--- src/hdl/evsc_pkg.sv ---
`default_nettype none
package evsc_pkg;

	localparam int unsigned CfgIdxW = 3;
	localparam int unsigned CfgDataW = 16;

	// Register indexes of the configuration port.
	localparam logic [CfgIdxW-1:0] RegSuperheatTarget   = 3'd0;
	localparam logic [CfgIdxW-1:0] RegCriticalLowLimit  = 3'd1;
	localparam logic [CfgIdxW-1:0] RegCriticalCloseStep = 3'd2;
	localparam logic [CfgIdxW-1:0] RegHighLimit         = 3'd3;
	localparam logic [CfgIdxW-1:0] RegLowLimit          = 3'd4;
	localparam logic [CfgIdxW-1:0] RegWaitAfterOpen     = 3'd5;
	localparam logic [CfgIdxW-1:0] RegWaitAfterClose    = 3'd6;
	localparam logic [CfgIdxW-1:0] RegDischargeTempLim  = 3'd7;

	// Operating modes.
	localparam logic [1:0] ModeDirect   = 2'd0;
	localparam logic [1:0] ModeRegulate = 2'd1;
	localparam logic [1:0] ModeStartup  = 2'd2;
	localparam logic [1:0] ModePumpDown = 2'd3;

	// Action codes reported with each result.
	localparam logic [3:0] ActDirect      = 4'd0;
	localparam logic [3:0] ActOvertemp    = 4'd1;
	localparam logic [3:0] ActCriticalLow = 4'd2;
	localparam logic [3:0] ActWaiting     = 4'd3;
	localparam logic [3:0] ActOpened      = 4'd4;
	localparam logic [3:0] ActClosed      = 4'd5;
	localparam logic [3:0] ActInBand      = 4'd6;
	localparam logic [3:0] ActStartup     = 4'd7;
	localparam logic [3:0] ActPumpDown    = 4'd8;

	// Openings in 0.1 percent units.
	localparam logic [9:0] OpenMax        = 10'd1000;
	localparam logic [9:0] StartupOpening = 10'd500;
	localparam logic [9:0] OvertempStep   = 10'd50;
	localparam logic [9:0] FineStep       = 10'd10;

	typedef struct packed {
		logic [8:0]         superheat_target;
		logic signed [9:0]  critical_low_limit;
		logic [9:0]         critical_close_step;
		logic signed [10:0] high_limit;
		logic signed [10:0] low_limit;
		logic [15:0]        wait_after_open;
		logic [15:0]        wait_after_close;
		logic [10:0]        discharge_temp_limit;
	} cfg_t;

	typedef struct packed {
		logic [1:0]         mode;
		logic signed [11:0] target_discharge_temp;
		logic signed [11:0] measured_discharge_temp;
		logic [9:0]         opening_setpoint;
	} item_t;

	typedef struct packed {
		logic [9:0]  opening;
		logic        wait_active;
		logic [15:0] wait_count;
		logic        pumped_down;
	} state_t;

endpackage
`default_nettype wire

--- src/hdl/evsc_if.sv ---
`default_nettype none
interface evsc_tick_if;
	logic               valid;
	logic               ready;
	logic [1:0]         mode;
	logic signed [11:0] target_discharge_temp;
	logic signed [11:0] measured_discharge_temp;
	logic [9:0]         opening_setpoint;

	modport source(output valid, output mode, output target_discharge_temp,
		output measured_discharge_temp, output opening_setpoint, input ready);
	modport sink(input valid, input mode, input target_discharge_temp,
		input measured_discharge_temp, input opening_setpoint, output ready);
endinterface

interface evsc_result_if;
	logic       valid;
	logic       ready;
	logic [9:0] valve_opening;
	logic       holding;
	logic       pump_down;
	logic [3:0] action;

	modport source(output valid, output valve_opening, output holding,
		output pump_down, output action, input ready);
	modport sink(input valid, input valve_opening, input holding,
		input pump_down, input action, output ready);
endinterface

interface evsc_cfg_if;
	logic        valid;
	logic        ready;
	logic [2:0]  index;
	logic [15:0] data;

	modport source(output valid, output index, output data, input ready);
	modport sink(input valid, input index, input data, output ready);
endinterface
`default_nettype wire

--- src/hdl/expansion_valve_superheat_control.sv ---
// Throughput: one request per cycle while the result sink keeps up. A request
// in the input register moves into the result register, and the controller state
// is updated by the single compute stage between these two registers.
// Reset (arst_n low) clears the valve state, both pipeline valids and restores the
// configuration registers to their documented defaults.
`default_nettype none
module expansion_valve_superheat_control (
	input  wire logic      clk,
	input  wire logic      arst_n,
	evsc_tick_if.sink      tick,
	evsc_result_if.source  result,
	evsc_cfg_if.sink       cfg
);

	evsc_pkg::cfg_t   regs;
	evsc_pkg::item_t  item_s1;
	logic             valid_s1;
	evsc_pkg::state_t state_q;
	evsc_pkg::state_t state_nxt;
	logic [3:0]       action_nxt;
	logic             advance;
	logic             out_valid_q;
	logic [3:0]       action_q;

	evsc_cfg_regs u_cfg (
		.clk   (clk),
		.arst_n(arst_n),
		.cfg   (cfg),
		.regs  (regs)
	);

	evsc_step u_step (
		.regs  (regs),
		.item  (item_s1),
		.cur   (state_q),
		.nxt   (state_nxt),
		.action(action_nxt)
	);

	// The result register frees up in the same cycle it is taken, so the
	// input register can move on every cycle while the sink keeps up.
	assign advance = valid_s1 && (!out_valid_q || result.ready);
	assign tick.ready = !valid_s1 || advance;

	always_ff @(posedge clk or negedge arst_n) begin
		if (!arst_n) begin
			valid_s1 <= 1'b0;
		end else if (tick.ready) begin
			valid_s1 <= tick.valid;
		end
	end

	always_ff @(posedge clk) begin
		if (tick.ready && tick.valid) begin
			item_s1.mode <= tick.mode;
			item_s1.target_discharge_temp <= tick.target_discharge_temp;
			item_s1.measured_discharge_temp <= tick.measured_discharge_temp;
			item_s1.opening_setpoint <= tick.opening_setpoint;
		end
	end

	always_ff @(posedge clk or negedge arst_n) begin
		if (!arst_n) begin
			state_q <= '0;
			out_valid_q <= 1'b0;
		end else begin
			if (advance) begin
				state_q <= state_nxt;
			end
			out_valid_q <= advance || (out_valid_q && !result.ready);
		end
	end

	always_ff @(posedge clk) begin
		if (advance) begin
			action_q <= action_nxt;
		end
	end

	// The state register doubles as the result payload.
	assign result.valid = out_valid_q;
	assign result.valve_opening = state_q.opening;
	assign result.holding = state_q.wait_active;
	assign result.pump_down = state_q.pumped_down;
	assign result.action = action_q;

	a_opening_range: assert property (@(posedge clk) disable iff (!arst_n)
		state_q.opening <= evsc_pkg::OpenMax)
		else $error("valve opening above full scale");

	a_idle_count_zero: assert property (@(posedge clk) disable iff (!arst_n)
		!state_q.wait_active |-> state_q.wait_count == 16'd0)
		else $error("wait count left nonzero without an active wait");

	a_in_band_holds: assert property (@(posedge clk) disable iff (!arst_n)
		advance && action_nxt == evsc_pkg::ActInBand |=> $stable(state_q))
		else $error("in-band tick changed the controller state");

	a_state_only_on_advance: assert property (@(posedge clk) disable iff (!arst_n)
		!advance |=> $stable(state_q))
		else $error("controller state changed without a request");

	a_pump_down_zero: assert property (@(posedge clk) disable iff (!arst_n)
		advance && action_nxt == evsc_pkg::ActPumpDown |=>
		state_q.opening == 10'd0 && state_q.pumped_down)
		else $error("pump-down did not close the valve");

endmodule
`default_nettype wire

--- src/hdl/evsc_cfg_regs.sv ---
`default_nettype none
module evsc_cfg_regs (
	input  wire logic          clk,
	input  wire logic          arst_n,
	evsc_cfg_if.sink           cfg,
	output evsc_pkg::cfg_t     regs
);

	evsc_pkg::cfg_t regs_q;

	assign cfg.ready = 1'b1;
	assign regs = regs_q;

	always_ff @(posedge clk or negedge arst_n) begin
		if (!arst_n) begin
			regs_q.superheat_target     <= 9'd60;
			regs_q.critical_low_limit   <= 10'sd20;
			regs_q.critical_close_step  <= 10'd50;
			regs_q.high_limit           <= 11'sd100;
			regs_q.low_limit            <= 11'sd40;
			regs_q.wait_after_open      <= 16'd10;
			regs_q.wait_after_close     <= 16'd10;
			regs_q.discharge_temp_limit <= 11'd1300;
		end else if (cfg.valid) begin
			unique case (cfg.index)
				evsc_pkg::RegSuperheatTarget:   regs_q.superheat_target <= cfg.data[8:0];
				evsc_pkg::RegCriticalLowLimit:  regs_q.critical_low_limit <= cfg.data[9:0];
				evsc_pkg::RegCriticalCloseStep: regs_q.critical_close_step <= cfg.data[9:0];
				evsc_pkg::RegHighLimit:         regs_q.high_limit <= cfg.data[10:0];
				evsc_pkg::RegLowLimit:          regs_q.low_limit <= cfg.data[10:0];
				evsc_pkg::RegWaitAfterOpen:     regs_q.wait_after_open <= cfg.data;
				evsc_pkg::RegWaitAfterClose:    regs_q.wait_after_close <= cfg.data;
				evsc_pkg::RegDischargeTempLim:  regs_q.discharge_temp_limit <= cfg.data[10:0];
				default: ;
			endcase
		end
	end

endmodule
`default_nettype wire

--- src/hdl/evsc_step.sv ---
`default_nettype none
module evsc_step (
	input  wire evsc_pkg::cfg_t   regs,
	input  wire evsc_pkg::item_t  item,
	input  wire evsc_pkg::state_t cur,
	output evsc_pkg::state_t      nxt,
	output logic [3:0]            action
);

	function automatic logic [9:0] sat_add(input logic [9:0] a, input logic [9:0] b);
		logic [10:0] s;
		s = {1'b0, a} + {1'b0, b};
		return (s > {1'b0, evsc_pkg::OpenMax}) ? evsc_pkg::OpenMax : s[9:0];
	endfunction

	function automatic logic [9:0] sat_sub(input logic [9:0] a, input logic [9:0] b);
		return (b >= a) ? 10'd0 : a - b;
	endfunction

	logic signed [13:0] err;
	logic               overtemp;

	// Superheat error spans 14 bits signed with the 9-bit target added.
	assign err = $signed({{2{item.measured_discharge_temp[11]}}, item.measured_discharge_temp})
		- $signed({{2{item.target_discharge_temp[11]}}, item.target_discharge_temp})
		+ $signed({5'b00000, regs.superheat_target});

	assign overtemp = $signed({item.measured_discharge_temp[11], item.measured_discharge_temp})
		> $signed({2'b00, regs.discharge_temp_limit});

	always_comb begin
		nxt = cur;
		action = evsc_pkg::ActInBand;
		case (item.mode)
			evsc_pkg::ModeDirect: begin
				nxt.opening = (item.opening_setpoint > evsc_pkg::OpenMax) ?
					evsc_pkg::OpenMax : item.opening_setpoint;
				nxt.wait_active = 1'b0;
				nxt.wait_count = 16'd0;
				action = evsc_pkg::ActDirect;
			end
			evsc_pkg::ModeStartup: begin
				nxt.opening = evsc_pkg::StartupOpening;
				nxt.pumped_down = 1'b0;
				action = evsc_pkg::ActStartup;
			end
			evsc_pkg::ModePumpDown: begin
				nxt.opening = 10'd0;
				nxt.pumped_down = 1'b1;
				action = evsc_pkg::ActPumpDown;
			end
			default: begin
				if (overtemp) begin
					nxt.opening = sat_add(cur.opening, evsc_pkg::OvertempStep);
					nxt.wait_active = 1'b0;
					nxt.wait_count = 16'd0;
					action = evsc_pkg::ActOvertemp;
				end else if (err < 14'(regs.critical_low_limit)) begin
					nxt.opening = sat_sub(cur.opening, regs.critical_close_step);
					nxt.wait_active = 1'b0;
					nxt.wait_count = 16'd0;
					action = evsc_pkg::ActCriticalLow;
				end else if (cur.wait_active) begin
					// A count of zero or one ends the wait on this tick.
					if (cur.wait_count <= 16'd1) begin
						nxt.wait_count = 16'd0;
						nxt.wait_active = 1'b0;
					end else begin
						nxt.wait_count = cur.wait_count - 16'd1;
					end
					action = evsc_pkg::ActWaiting;
				end else if (err >= 14'(regs.high_limit)) begin
					nxt.opening = sat_add(cur.opening, evsc_pkg::FineStep);
					nxt.wait_count = regs.wait_after_open;
					nxt.wait_active = 1'b1;
					action = evsc_pkg::ActOpened;
				end else if (err < 14'(regs.low_limit)) begin
					nxt.opening = sat_sub(cur.opening, evsc_pkg::FineStep);
					nxt.wait_count = regs.wait_after_close;
					nxt.wait_active = 1'b1;
					action = evsc_pkg::ActClosed;
				end
			end
		endcase
	end

endmodule
`default_nettype wire
--- src/flat_wrapper.sv ---
// flat-port wrapper written by rule: the top's interface ports become plain ports
module expansion_valve_superheat_control_flat 
  (clk, arst_n, tick_valid, tick_mode, tick_target_discharge_temp, tick_measured_discharge_temp, tick_opening_setpoint, tick_ready, result_valid, result_valve_opening, result_holding, result_pump_down, result_action, result_ready, cfg_valid, cfg_index, cfg_data, cfg_ready);
  evsc_tick_if tick_i ();
  evsc_result_if result_i ();
  evsc_cfg_if cfg_i ();
  input  wire logic clk;
  input  wire logic arst_n;
  input wire logic [$bits(tick_i.valid)-1:0] tick_valid;
  input wire logic [$bits(tick_i.mode)-1:0] tick_mode;
  input wire logic [$bits(tick_i.target_discharge_temp)-1:0] tick_target_discharge_temp;
  input wire logic [$bits(tick_i.measured_discharge_temp)-1:0] tick_measured_discharge_temp;
  input wire logic [$bits(tick_i.opening_setpoint)-1:0] tick_opening_setpoint;
  output wire logic [$bits(tick_i.ready)-1:0] tick_ready;
  output wire logic [$bits(result_i.valid)-1:0] result_valid;
  output wire logic [$bits(result_i.valve_opening)-1:0] result_valve_opening;
  output wire logic [$bits(result_i.holding)-1:0] result_holding;
  output wire logic [$bits(result_i.pump_down)-1:0] result_pump_down;
  output wire logic [$bits(result_i.action)-1:0] result_action;
  input wire logic [$bits(result_i.ready)-1:0] result_ready;
  input wire logic [$bits(cfg_i.valid)-1:0] cfg_valid;
  input wire logic [$bits(cfg_i.index)-1:0] cfg_index;
  input wire logic [$bits(cfg_i.data)-1:0] cfg_data;
  output wire logic [$bits(cfg_i.ready)-1:0] cfg_ready;
  assign tick_i.valid = tick_valid;
  assign tick_i.mode = tick_mode;
  assign tick_i.target_discharge_temp = tick_target_discharge_temp;
  assign tick_i.measured_discharge_temp = tick_measured_discharge_temp;
  assign tick_i.opening_setpoint = tick_opening_setpoint;
  assign tick_ready = tick_i.ready;
  assign result_valid = result_i.valid;
  assign result_valve_opening = result_i.valve_opening;
  assign result_holding = result_i.holding;
  assign result_pump_down = result_i.pump_down;
  assign result_action = result_i.action;
  assign result_i.ready = result_ready;
  assign cfg_i.valid = cfg_valid;
  assign cfg_i.index = cfg_index;
  assign cfg_i.data = cfg_data;
  assign cfg_ready = cfg_i.ready;
  expansion_valve_superheat_control u_core (.clk(clk), .arst_n(arst_n), .tick(tick_i), .result(result_i), .cfg(cfg_i));
endmodule
--- config.mk ---
export PLATFORM = sky130hd
export DESIGN_NAME = expansion_valve_superheat_control_flat
export DESIGN_NICKNAME = d
export VERILOG_FILES = /design/src/hdl/evsc_pkg.sv /design/src/hdl/evsc_if.sv /design/src/hdl/expansion_valve_superheat_control.sv /design/src/hdl/evsc_cfg_regs.sv /design/src/hdl/evsc_step.sv /design/src/flat_wrapper.sv
export SDC_FILE = /design/constraint.sdc
export NUM_CORES = 1
export LEC_CHECK = 0
export ABC_AREA = 1
export BUFFER_PORTS_ARGS = -buffer_cell sky130_fd_sc_hd__buf_2
export CORE_MARGIN = 2
export CORE_UTILIZATION = 38
export CTS_CLUSTER_DIAMETER = 80
export CTS_CLUSTER_SIZE = 30
export DETAILED_ROUTE_END_ITERATION = 7
export PLACE_DENSITY = 0.64
export SETUP_SLACK_MARGIN = 0.5
export SLEW_MARGIN = 20
export SYNTH_ARGS = -nofsm -noshare
export SYNTH_HDL_FRONTEND = slang
export SYNTH_HIERARCHICAL = 1
export SYNTH_SLANG_ARGS = --single-unit
--- constraint.sdc ---
create_clock -name clk -period 4.63 [get_ports clk]
set_input_delay 0.6945 -clock clk [delete_from_list [all_inputs] [get_ports clk]]
set_output_delay 0.6945 -clock clk [all_outputs]
set_load 0.05 [all_outputs]
* Word level (Yosys, flattened, before mapping) *
Index checks and enable logic that the tools add are counted.

storage, ports and cells
  bits in registers = 164
  output and inout bits = 19

operators by class
  add/sub/neg operators = 7
  order comparisons = 10
  equality and inequality tests = 10
  multiplexer cells = 22
  bitwise operators = 1
  reduce and logical (&&, ||, !) cells = 27

operator list
  cell                                                                    count
  27-bit two-way mux                                                      4
  10-bit two-way mux                                                      6
  17-bit case mux with 2 select lines                                     1
  10-bit case mux with 3 select lines                                     1
  11-bit by 10-bit > comparator with 1-bit output, second input constant  2
  2-bit AND reduction                                                     10
  17-bit two-way mux                                                      1
  16-bit by 1-bit <= comparator with 1-bit output, second input constant  1
  16-bit two-way mux                                                      1
  4-bit two-way mux                                                       4
  16-bit by 1-bit subtractor with 16-bit output, second input constant    1
  14-bit by 10-bit adder with 14-bit output                               1
  14-bit by 11-bit >= comparator with 1-bit output                        1
  14-bit by 10-bit less-than comparator with 1-bit output                 1
  14-bit by 11-bit less-than comparator with 1-bit output                 1
  12-bit by 12-bit subtractor with 13-bit output                          1
  3-bit equality test, second input constant                              4
  12-bit > comparator                                                     1
  4-bit case mux with 3 select lines                                      1
  10-bit by 4-bit adder with 11-bit output, second input constant         1
  10-bit by 6-bit adder with 11-bit output, second input constant         1
  10-bit >= comparator                                                    1
  4-bit by 10-bit >= comparator with 1-bit output, first input constant   1
  10-bit > comparator, second input constant                              1
  20 further kinds                                                        29

* Logic depth before layout (Yosys ltp) *
Gate-level depths: netlist of run 1.

  word-level depth = 9
  gate-level depth with buffers = 33
  gate-level depth less buffers = 32

* Hierarchy *
The synthesis of run 1 kept the hierarchy.

by module, submodules not included
  module                             times used  cells an instance  area an instance (sq um)
  evsc_step                          1           993                5382.7
  evsc_cfg_regs                      1           431                3778.6
  expansion_valve_superheat_control  1           183                2473.6

* Worst setup path after synthesis of run 1 *
No wires, ideal clock.

  kind = register to register
  start = register u_core.u_cfg.regs_q, in the netlist u_core/u_cfg/regs[89]
  end = register u_core/state_q[7] (netlist name)
  setup time = 0.117 ns
  arrival = 4.114 ns
  data required time = 4.513 ns
  slack = 0.399 ns
  stages on the path, launching flop included = 29
  buffers on the path = 1
  clock period less this slack = 4.231 ns
  path through = dfstp_2 inv_1 fa_1 inv_1 ha_1 a21oi_1 o21ai_0 a21oi_1 o21ai_0 nand3_1 nand2_1 nand3_1 nand4_1 o21ai_0 ha_1 a21oi_1 o21ai_0 nor2_1 nand2_1 nand2_1 nand3_4 inv_2 buf_4 nand2_2 or2_0 nand3_1 nand3_1 nand3_1 nand2_1

RTL lines
  what                    RTL line                                 RTL
  start: declaration      evsc_cfg_regs.sv:9                       evsc_pkg::cfg_t regs_q;
  end signal: assignment  expansion_valve_superheat_control.sv:68  state_q <= state_nxt;
  end: declaration        expansion_valve_superheat_control.sv:18  evsc_pkg::state_t state_q;

==> flow_summary.yaml, run 1 <==
worst_setup_path:
  cp.arrival_ns: 4.84
  r2r_slack_ns: 0.12
  crit_type: "flip-flop to flip-flop"
  critPathMaxFanout: 6
  worstPathRequired_ns: 4.96
  slowest_delay_ns: 0.53
  r2r_start: "u_core/item_s1[13]$_DFFE_PP_"
  worst_setup_path_end_kind: "flip-flop"
  critical_path.startpoint: "u_core/item_s1[13]$_DFFE_PP_"
  cp_slowest_cell: "fa_1"
  cp-start-kind: "flip-flop"
  crit_top_cell: "nand2_1"
clock_tree:
  cts.reportedPaths.clkPinSlew_ns: 0.07
  cts.path.max_buffers: 2
  cts-root-buf: "clkbuf_16"
  cts_buffers: 17
  clk_latency_ns: 0.45
  clkSinkCount: 164
  cts_tree: "built"
  cts-htree-levels: 4
die:
  core-area_mm2: 0.03035
  rows: 64
  die_h_um: 179.0
  io_pins: 79
  dieArea_mm2: 0.03203
  start_util: 0.3834
  fp.dieW_um: 179.0
timing:
  slew_violations: 0
  slew_headroom: 0.4140
  worst_pin_slew_ns: 0.8790
  fin_crit_ns: 4.508
  hold_violations: 0
  rsz0062_at_grt: "yes"
  fmax_ghz: 0.2218
  finalCritPeriodShare: 0.9737
  fin_skew_ns: 0.008190
  setup_viol: 0
  tns_ns: 0
synth:
  synth_adder_area_share: 0.1075
  synth_xor_area_frac: 0.02785
  synth-edff-count: 40
  synth_top_family_by_area: "simple AND/OR/NAND/NOR gates"
  syn_nets: 1761
  synthFlopType: "dfrtp_1"
  yosys_warnings: 6
  synth-compound-area-share: 0.07022
  synthSimpleGateAreaFrac: 0.3239
  async_flop_share: 0.7561
  synth_mux_area_frac: 0
  ys_ff_latch: 164
  syn_area_per_cell_um2: 7.240
  synthCells: 1607
  yosys.cell_types.count: 51
  syn_area_mm2: 0.01163
  yosysSeqAreaShare: 0.3723
place:
  gp_congestion: 0.9049
  dp_hpwl_um: 24170
  io_buffers: 77
  placed_cell_area_mm2: 0.01243
route:
  routed_via_density: 5.169
  drt_wl_total_um: 35090
  wire_per_inst_um: 16.68
  firstDrtPassIters: 5
  vias: 10870
  ant_nets: 0
  drtIter0Drc: 914
  drc: 0
layout:
  syn_to_final_growth_pct: 18.39
  drive_above_1_share: 0.1769
  nNetsFinal: 1848
  fillers: 3013
  antennaDiodeCount: 0
  fin_area_mm2: 0.01377
  postLayoutCoreUtil: 0.4539
power:
  powerDensity_mw_per_mm2: 633.6
  peakVddDrop_uv: 322.5
  clockPowerShare: 0.181
  switching_share: 0.4647
  comb_power_share: 0.579
  p_leak_uw: 0.007185
  p_sw_uw: 4056
  power_uw: 8727
  p_seq_frac: 0.239
  p_int_uw: 4672
global_route:
  grtUsageTotal: 0.2225
  grt_pass1_vias: 10650
  grt_max_degree: 65
  grt_pass1_wl_um: 55690
  grt_remaining_overflow: 0
  antenna_found_initial: 0
worst_hold_path:
  hp-class: "input port to asynchronous set/reset pin"
run:
  maxCapViolCount: 0
outcome:
  status: "finished, final reports clean"
-- cells in the mapped netlist (2+ instances only) --
cell type	n	area, µm²
nand3_2	2	20.02
buf_2	35	175.2
nand3_1	143	715.7
fa_1	10	200.2
dfstp_2	22	578.1
buf_4	18	135.1
o211ai_1	3	22.52
or2_2	2	12.51
nand4_1	16	100.1
a21o_1	3	22.52
edfxtp_1	40	1201
nor4_1	3	18.77
a2bb2oi_1	3	26.28
dfrtp_1	102	2552
nor2_2	6	37.54
a21oi_1	66	330.3
o21ai_0	35	175.2
buf_1	2	7.510
a31oi_1	5	31.28
clkbuf_1	4	15.01
nor2_4	6	67.56
a22oi_1	2	15.01
nand2_4	2	22.52
o21ai_1	22	110.1
xnor2_1	4	35.03
ha_1	84	1051
nor2_1	84	315.3
nand2_1	608	2282
nor3_1	9	45.04
inv_1	191	716.9
inv_2	8	30.03
nand2_2	11	68.82
o21bai_1	4	30.03
xor2_1	33	289.0
buf_6	3	33.78
-- power by group through the flow --
stage               registers (µW)  logic [µW]  clock network, µW
floorplan                     2000        3230                  0
global placement              2100        4170                  0
detailed placement            2100        4230                  0
CTS                           2080        4640               1610
global route                  2130        5630               1670
finish                        2090        5060               1580
-- area by class of cell --
| cell class | count | area, µm² | share of cell area |
|---|---|---|---|
| multi-input cells | 1179 | 6605 | 0.4795 |
| flip-flops and latches | 164 | 4332 | 0.3145 |
| well taps | 396 | 495.5 | 0.03597 |
| inverters | 201 | 772.0 | 0.05604 |
| clock buffers | 22 | 506.7 | 0.03679 |
| repair inverters | 1 | 6.256 | 0.0004542 |
| repair buffers | 130 | 917.1 | 0.06658 |
| clock inverters | 10 | 140.1 | 0.01017 |
-- kinds of logic (layout without fill, tap and decap cells) --
family,after synthesis,in the layout
simple gates,897,897
buf+inv,264,364
flops,164,164
compound gates,150,150
fa+ha+maj,94,94
xor+xnor,37,37
other cells,1,1
-- stage by stage --
step	std cells	hold slack [ns]	setup slack (ns)
floorplan	1607	0.3989	0.5159
global placement	2049	0.4510	0.1514
detailed placement	2049	0.4559	0.05003
CTS	2096	0.3916	0.3727
global route	2103	0.4042	-0.09148
finish	2103	0.3612	0.1216
-- worst max-delay path: cells and delay by family, from the launching register on --
| kind | cells | cell delay, ns |
|---|---|---|
| buffers and inverters | 7 | 0.69 |
| DFF | 1 | 0.45 |
| and+or+nand+nor | 18 | 1.53 |
| adders and majority gates | 3 | 1.08 |
| AOI/OAI and AO/OA | 6 | 0.65 |
-- layer usage --
| metal | wire length (µm) | track usage | share of wire | vias up |
|---|---|---|---|---|
| li1 | - | - | - | 5272 |
| met1 | 15190 | 0.2841 | 0.43 | 5150 |
| met2 | 16880 | 0.3808 | 0.48 | 375 |
| met3 | 1938 | 0.03350 | 0.055 | 74 |
| met4 | 1071 | 0.08096 | 0.031 | 0 |
| met5 | 0 | 0 | 0 | - |
-- placed cells by master (no fill, tap or decap), drive strengths merged, types with 4 or more instances in the layout --
cell type    n
xnor2        4
nand4       16
ha          84
dfrtp      102
nand3      146
inv        203
a31oi        5
dfstp       22
nand2      621
xor2        33
clkbuf      24
buf        128
clkinv       6
nor2        97
o21bai       4
a21oi       67
edfxtp      40
fa          10
nor3         9
o21ai       57
-- what timing repair did --
action | in CTS | in global routing
pin swaps | 49 | 17
resized for setup | 66 | 46
cloned | 2 | 2
hold buffers | 0 | 0
setup endpoints to repair | 30 | 30
buffers inserted | 13 | 5
-- path summary, 6_finish.rpt --
path,endpoint,cells past startpoint
min,u_core/state_q[10]$_DFFE_PN0P_,1
max reg2reg,u_core/state_q[16]$_DFFE_PN0P_,34
min reg2reg,u_core/u_cfg/regs[70]$_DFFE_PN1P_,2
max in group asynchronous,u_core/u_cfg/regs[88]$_DFFE_PN1P_,2
max,u_core/state_q[16]$_DFFE_PN0P_,34
min in group clk,u_core/item_s1[17]$_DFFE_PP_,1
-- registers in the layout (all words and copies together) (netlist names) --
register / count
u_core/result.action: 4
u_core/result.holding: 1
u_core/result.valve_opening: 10
u_core/valid_s1: 1
u_core/result.pump_down: 1
u_core/result.valid: 1
u_core/u_cfg/regs: 94
u_core/item_s1: 36
u_core/state_q: 16
Note: power is estimated with default switching activity, not from simulation.
==> run 2: changes to the inputs <==
--- a/config.mk
+++ b/config.mk
@@ -5,14 +5,14 @@
 export SDC_FILE = /design/constraint.sdc
 export NUM_CORES = 1
 export LEC_CHECK = 0
-export ABC_AREA = 1
+export ABC_AREA = 0
 export BUFFER_PORTS_ARGS = -buffer_cell sky130_fd_sc_hd__buf_2
-export CORE_MARGIN = 2
+export CORE_MARGIN = 3
 export CORE_UTILIZATION = 38
 export CTS_CLUSTER_DIAMETER = 80
 export CTS_CLUSTER_SIZE = 30
 export DETAILED_ROUTE_END_ITERATION = 7
-export PLACE_DENSITY = 0.64
+export PLACE_DENSITY = 0.65
 export SETUP_SLACK_MARGIN = 0.5
 export SLEW_MARGIN = 20
 export SYNTH_ARGS = -nofsm -noshare
==> run 2 against run 1 <==
  * Critical endpoint is now u_core/result.valve_opening[7]$_DFFE_PN0P_
  * Via count down 19%
  * First-iteration DRC count down 44%
  * Maximum frequency down 19%
  * The flow now finishes with violations (setup timing)
==> flow_summary.yaml, run 2 <==
synth:
  async_flop_share: 0.7561
  synth.area.top_cells: "dfrtp_1 23%, mux2_2 12%, edfxtp_1 11%, ha_1 9.6%, dfstp_2 5.3%"
  synth.top_cell.area_share: 0.2330
  synth-edff-count: 40
  synth_most_common_cell: "mux2_2"
  yosysSeqAreaShare: 0.3953
  synth_common_cells: "116 x mux2_2, 103 x inv_1, 102 x dfrtp_1, 84 x ha_1, 78 x nand2_1"
  synthCells: 1075
  syn_area_per_cell_um2: 10.19
  yosys.cell_types.count: 89
  yosys_warnings: 6
  ys_ff_latch: 164
  synthFlopType: "dfrtp_1"
  syn_nets: 1229
  yosysTopAreaCell: "dfrtp_1"
  syn_area_mm2: 0.01096
worst_setup_path:
  r2r_start: "u_core/item_s1[23]$_DFFE_PP_"
  critPathMaxFanout: 5
  slowest_delay_ns: 0.57
  cp_slowest_cell: "fa_1"
  worst_setup_path_end_kind: "flip-flop"
  r2r_end: "u_core/result.valve_opening[7]$_DFFE_PN0P_"
  r2r_slack_ns: -0.90
  worstPathRequired_ns: 5.01
  cp.arrival_ns: 5.91
  cp-start-kind: "flip-flop"
  crit_type: "flip-flop to flip-flop"
  r2r_cells: 25
die:
  die_h_um: 175.8
  start_util: 0.3901
  rows: 61
  core-area_mm2: 0.02809
  fp.dieW_um: 175.8
  dieArea_mm2: 0.03091
  io_pins: 79
route:
  vias: 8773
  drtIter0Drc: 512
  ant_nets: 0
  wire_per_inst_um: 18.57
  firstDrtPassIters: 5
  drt_wl_total_um: 29820
  routed_via_density: 5.463
  drc: 0
layout:
  final_cell_mix: "102 x dfrtp_1, 101 x mux2_2, 100 x inv_1"
  largest_reg_flops: 94
  syn_to_final_growth_pct: 25.07
  final_common_cell: "dfrtp_1"
  nNetsFinal: 1369
  antennaDiodeCount: 0
  postLayoutCoreUtil: 0.4879
  drive_above_1_share: 0.3998
  layout.cells.non_filler: 1606
global_route:
  grt_pass1_vias: 8802
  grt_max_degree: 69
  grt_remaining_overflow: 0
  antenna_found_initial: 0
  grt_pass1_wl_um: 47370
  grtUsageTotal: 0.1929
timing:
  worst_pin_slew_ns: 1.024
  fin_skew_ns: 0.01376
  hold_violations: 0
  fin_crit_ns: 5.535
  slew_violations: 0
  fin_ws_ns: -0.9045
  fmax_ghz: 0.1807
  rsz0062_at_grt: "yes"
  setup_viol: 30
  finalCritPeriodShare: 1.195
  slew_headroom: 0.3172
place:
  io_buffers: 77
  dpl.cell_count: 1553
  gp_congestion: 0.9331
  dp_hpwl_um: 20680
clock_tree:
  cts_buffers: 17
  clkSinkCount: 164
  cts-htree-levels: 4
  cts-root-buf: "clkbuf_16"
  clk_latency_ns: 0.44
  cts_tree: "built"
  cts.reportedPaths.clkPinSlew_ns: 0.07
  cts.path.max_buffers: 2
  cts_hold_buf: 0
worst_hold_path:
  hp-class: "input port to asynchronous set/reset pin"
run:
  maxCapViolCount: 0
power:
  p_leak_uw: 0.006173
  peakVddDrop_uv: 318.9
  powerDensity_mw_per_mm2: 629.8
outcome:
  status: "finished with violations"
  violations: "setup timing"
==> run 2: worst max-delay path: cells and delay by family, from the launching register on <==
| family | cells | cell delay [ns] |
|---|---|---|
| AND/OR/NAND/NOR | 4 | 0.74 |
| XOR/XNOR | 1 | 0.12 |
| buffers and inverters | 3 | 0.35 |
| flip-flops | 1 | 0.40 |
| adder cells (fa/ha/maj) | 3 | 1.19 |
| AO/OA/AOI/OAI | 12 | 2.20 |
| multiplexers | 2 | 0.48 |
==> run 2: area by class of cell <==
type,count,area (µm²)
clock buffers,19,452.9
multi-input cells,746,6561
flip-flops and latches,164,4332
fillers,2620,14380
well taps,378,473.0
clock inverters,13,146.4
inverters,104,390.4
repair buffers,182,1348
==> run 2: power by group <==
group / internal, µW / leakage (µW) / switching, µW
sequential: 1820 / 0.00187 / 405
combinational: 2290 / 0.00401 / 2650
clock: 832 / 0.000296 / 628
==> run 2: stage by stage <==
stage | setup slack (ns) | hold WS (ns) | power, µW | TNS (ns) | cell area [µm²]
finish | -0.9045 | 0.3297 | 8631 | -22.60 | 13700
floorplan | -0.6933 | 0.3989 | 5050 | -11.99 | 11090
CTS | -0.8935 | 0.3634 | 8240 | -22.05 | 13330
global route | -1.143 | 0.3830 | 9242 | -30.18 | 13700
detailed placement | -1.072 | 0.4836 | 6298 | -27.50 | 12230
global placement | -0.9023 | 0.4703 | 6209 | -22.79 | 12230
==> run 2: what timing repair did <==
action	CTS	global route
setup buffers	11	8
setup endpoints to repair	30	30
resized for setup	94	80
cloned	2	0
pin swaps	55	39
==> run 2: logic make-up after synthesis <==
| group | count (synthesis) | share of synthesized area |
|---|---|---|
| AND/OR/NAND/NOR | 260 | 0.1220 |
| AO/OA/AOI/OAI | 238 | 0.1456 |
| buffers and inverters | 165 | 0.06772 |
| flip-flops | 164 | 0.3953 |
| multiplexers | 129 | 0.1357 |
| adder cells (fa/ha/maj) | 94 | 0.1142 |
| XOR/XNOR | 24 | 0.01918 |
| other | 1 | 0.0003423 |
==> run 2: worst max path at each step <==
| stage | from | cells past startpoint | to |
|---|---|---|---|
| after floorplan | u_core/u_cfg/regs[87]$_DFFE_PN1P_ | 24 | u_core/result.valve_opening[8]$_DFFE_PN0P_ |
| after global routing | u_core/item_s1[23]$_DFFE_PP_ | 25 | u_core/result.valve_opening[8]$_DFFE_PN0P_ |
| after detailed placement | u_core/u_cfg/regs[86]$_DFFE_PN0P_ | 24 | u_core/result.valve_opening[7]$_DFFE_PN0P_ |
| final | u_core/item_s1[23]$_DFFE_PP_ | 25 | u_core/result.valve_opening[7]$_DFFE_PN0P_ |
| after CTS | u_core/item_s1[23]$_DFFE_PP_ | 24 | u_core/result.valve_opening[4]$_DFFE_PN0P_ |
| after global placement | u_core/u_cfg/regs[86]$_DFFE_PN0P_ | 24 | u_core/result.valve_opening[8]$_DFFE_PN0P_ |
==> run 2: per-layer routing <==
metal  track usage  vias to the layer above  wire (µm)
met5             0                        -          0
met4       0.05906                        0        720
met3       0.03459                       51       1435
met2        0.3197                      254      14260
met1        0.2575                     4337      13400
li1              -                     4131          -
==> run 3: changes to the inputs <==
--- a/config.mk
+++ b/config.mk
@@ -8,11 +8,11 @@
 export ABC_AREA = 0
 export BUFFER_PORTS_ARGS = -buffer_cell sky130_fd_sc_hd__buf_2
 export CORE_MARGIN = 3
-export CORE_UTILIZATION = 38
+export CORE_UTILIZATION = 31
 export CTS_CLUSTER_DIAMETER = 80
 export CTS_CLUSTER_SIZE = 30
 export DETAILED_ROUTE_END_ITERATION = 7
-export PLACE_DENSITY = 0.65
+export PLACE_DENSITY = 0.57
 export SETUP_SLACK_MARGIN = 0.5
 export SLEW_MARGIN = 20
 export SYNTH_ARGS = -nofsm -noshare
==> run 3 against run 2 <==
  * The flow still finishes with violations (setup timing)
  * Core utilization is 10 points lower
  * Non-clock buffer count shrank 11
  * Count of clock-buffer cells in the layout is 3 higher
==> flow_summary.yaml, run 3 (synthesis results as in run 2) <==
outcome:
  status: "finished with violations"
  violations: "setup timing"
global_route:
  grt_remaining_overflow: 0
  grtUsageTotal: 0.1569
  antenna_found_initial: 0
  grt_max_degree: 78
  grt_pass1_wl_um: 47220
  grt_pass1_vias: 8533
worst_setup_path:
  cp_slowest_cell: "fa_1"
  worstPathRequired_ns: 4.95
  path_buf_inv: 3
  worst_setup_path_end_kind: "flip-flop"
  slowest_delay_ns: 0.55
  crit_type: "flip-flop to flip-flop"
  critPathMaxFanout: 3
  cp.arrival_ns: 5.79
  cp-start-kind: "flip-flop"
  crit_family: "compound AO/OA/AOI/OAI gates"
route:
  wirelength_met1_um: 14040
  routed_via_density: 5.108
  wl_met2_um: 14100
  ant_nets: 0
  firstDrtPassIters: 5
  top_layer_used: "met4"
  drt_wl_total_um: 29740
  wire_per_inst_um: 17.79
  met3_wirelength_um: 1099
  drc: 0
  vias: 8541
  drtIter0Drc: 437
power:
  p_int_uw: 4735
  switching_share: 0.4218
  p_leak_uw: 0.005966
  comb_power_share: 0.559
  clockPowerShare: 0.179
  peakVddDrop_uv: 316.0
  p_seq_frac: 0.262
  powerDensity_mw_per_mm2: 610.1
  p_sw_uw: 3454
clock_tree:
  cts_buffers: 17
  cts-root-buf: "clkbuf_16"
  clkSinkCount: 164
  clk_latency_ns: 0.44
  cts_tree: "built"
  cts-htree-levels: 4
  cts.path.max_buffers: 2
  cts.reportedPaths.clkPinSlew_ns: 0.07
layout:
  largest_reg_flops: 94
  drive_above_1_share: 0.3509
  multi_input_area_mm2: 0.006285
  register_area_mm2: 0.004332
  antennaDiodeCount: 0
  fin_area_mm2: 0.01342
  nNetsFinal: 1358
  fillers: 3471
  final_cell_mix: "114 x mux2_2, 102 x dfrtp_1, 99 x inv_1"
  syn_to_final_growth_pct: 22.52
  layout.cells.non_filler: 1672
  final_common_cell: "mux2_2"
die:
  fp.dieW_um: 194
  rows: 68
  io_pins: 79
  start_util: 0.3156
  core-area_mm2: 0.03471
  dieArea_mm2: 0.03764
  die_h_um: 194
timing:
  fin_ws_ns: -0.8419
  finalCritPeriodShare: 1.182
  fin_crit_ns: 5.472
  hold_violations: 0
  slew_headroom: 0.3267
  slew_violations: 0
  tns_ns: -20.95
  fmax_ghz: 0.1828
  setup_viol: 30
  rsz0062_at_grt: "yes"
  fin_skew_ns: 0.01126
  worst_pin_slew_ns: 1.010
place:
  gp_congestion: 0.9505
  placed_cell_area_mm2: 0.01234
  io_buffers: 77
  dp_hpwl_um: 21360
  dpl.cell_count: 1629
  place_ws_ns: -1.097
worst_hold_path:
  hp-class: "input port to asynchronous set/reset pin"
run:
  maxCapViolCount: 0
[run 3: routing by layer]
metal  up-vias  global-route usage
met1      4188              0.2153
met3        38             0.02728
li1       4111                   -
met5         -                   0
met2       204              0.2571
met4         0             0.04202
[run 3: worst reg2reg max path, stage by stage, from the launching register on]
cell     delay [ns]
dfrtp_1        0.35
inv_2          0.05
fa_1           0.55
inv_2          0.05
fa_2           0.33
a21o_1         0.18
a21oi_2        0.15
nor2b_1        0.07
o21a_1         0.20
o311a_1        0.32
o21a_1         0.20
o21ai_2        0.19
nor2b_4        0.19
xnor2_2        0.08
buf_4          0.16
ha_4           0.28
nand3_4        0.09
nor3_4         0.18
nand2_1        0.08
o21ai_2        0.15
mux2_4         0.36
and2_4         0.19
o21ai_4        0.08
o22ai_2        0.12
or4_1          0.49
mux2_4         0.28
[run 3: what timing repair did]
item | 4_1_cts | 5_1_grt
hold buffers | 0 | 0
endpoints found under the setup margin | 30 | 30
cloned | 0 | 1
pin swaps | 22 | 18
resized for setup | 49 | 25
buffers inserted | 8 | 2
[run 3: power by group through the flow]
stage,logic [µW],clock network (µW),registers [µW]
floorplan,2970,0,2080
global placement,4080,0,2150
detailed placement,4130,0,2170
CTS,4410,1520,2140
global route,5030,1590,2200
finish,4580,1470,2150
[run 3: final timing paths]
kind | startpoint | to | slack [ns] | cells past startpoint
hold / removal | arst_n | u_core/u_cfg/regs[93]$_DFFE_PN0P_ | 0.31 | 1
max in group asynchronous | arst_n | u_core/u_cfg/regs[14]$_DFFE_PN1P_ | 3.40 | 2
hold reg to reg | u_core/valid_s1$_DFFE_PN0P_ | u_core/result.valid$_DFF_PN0_ | 0.49 | 1
setup / recovery | u_core/u_cfg/regs[86]$_DFFE_PN0P_ | u_core/result.valve_opening[4]$_DFFE_PN0P_ | -0.84 | 25
setup reg to reg | u_core/u_cfg/regs[86]$_DFFE_PN0P_ | u_core/result.valve_opening[4]$_DFFE_PN0P_ | -0.84 | 25
min in group clk | tick_opening_setpoint[0] | u_core/item_s1[0]$_DFFE_PP_ | 0.43 | 1
[run 3: per-stage QoR]
stage | hold slack, ns | utilization | total power [µW]
4_1_cts | 0.3301 | 0.3815 | 8065
3_5_place_dp | 0.4816 | 0.3556 | 6291
3_3_place_gp | 0.4747 | 0.3556 | 6232
2_1_floorplan | 0.3989 | - | 5050
6_report | 0.3075 | 0.3867 | 8190
5_1_grt | 0.3587 | 0.3867 | 8812
[run 3: cell type report]
cell class | count | area share
Multi-Input combinational cell | 746 | 0.4682
Sequential cell | 164 | 0.3227
Timing Repair Buffer | 171 | 0.09255
Tap cell | 455 | 0.04241
Clock buffer | 22 | 0.03691
Inverter | 104 | 0.02908
Clock inverter | 10 | 0.008202
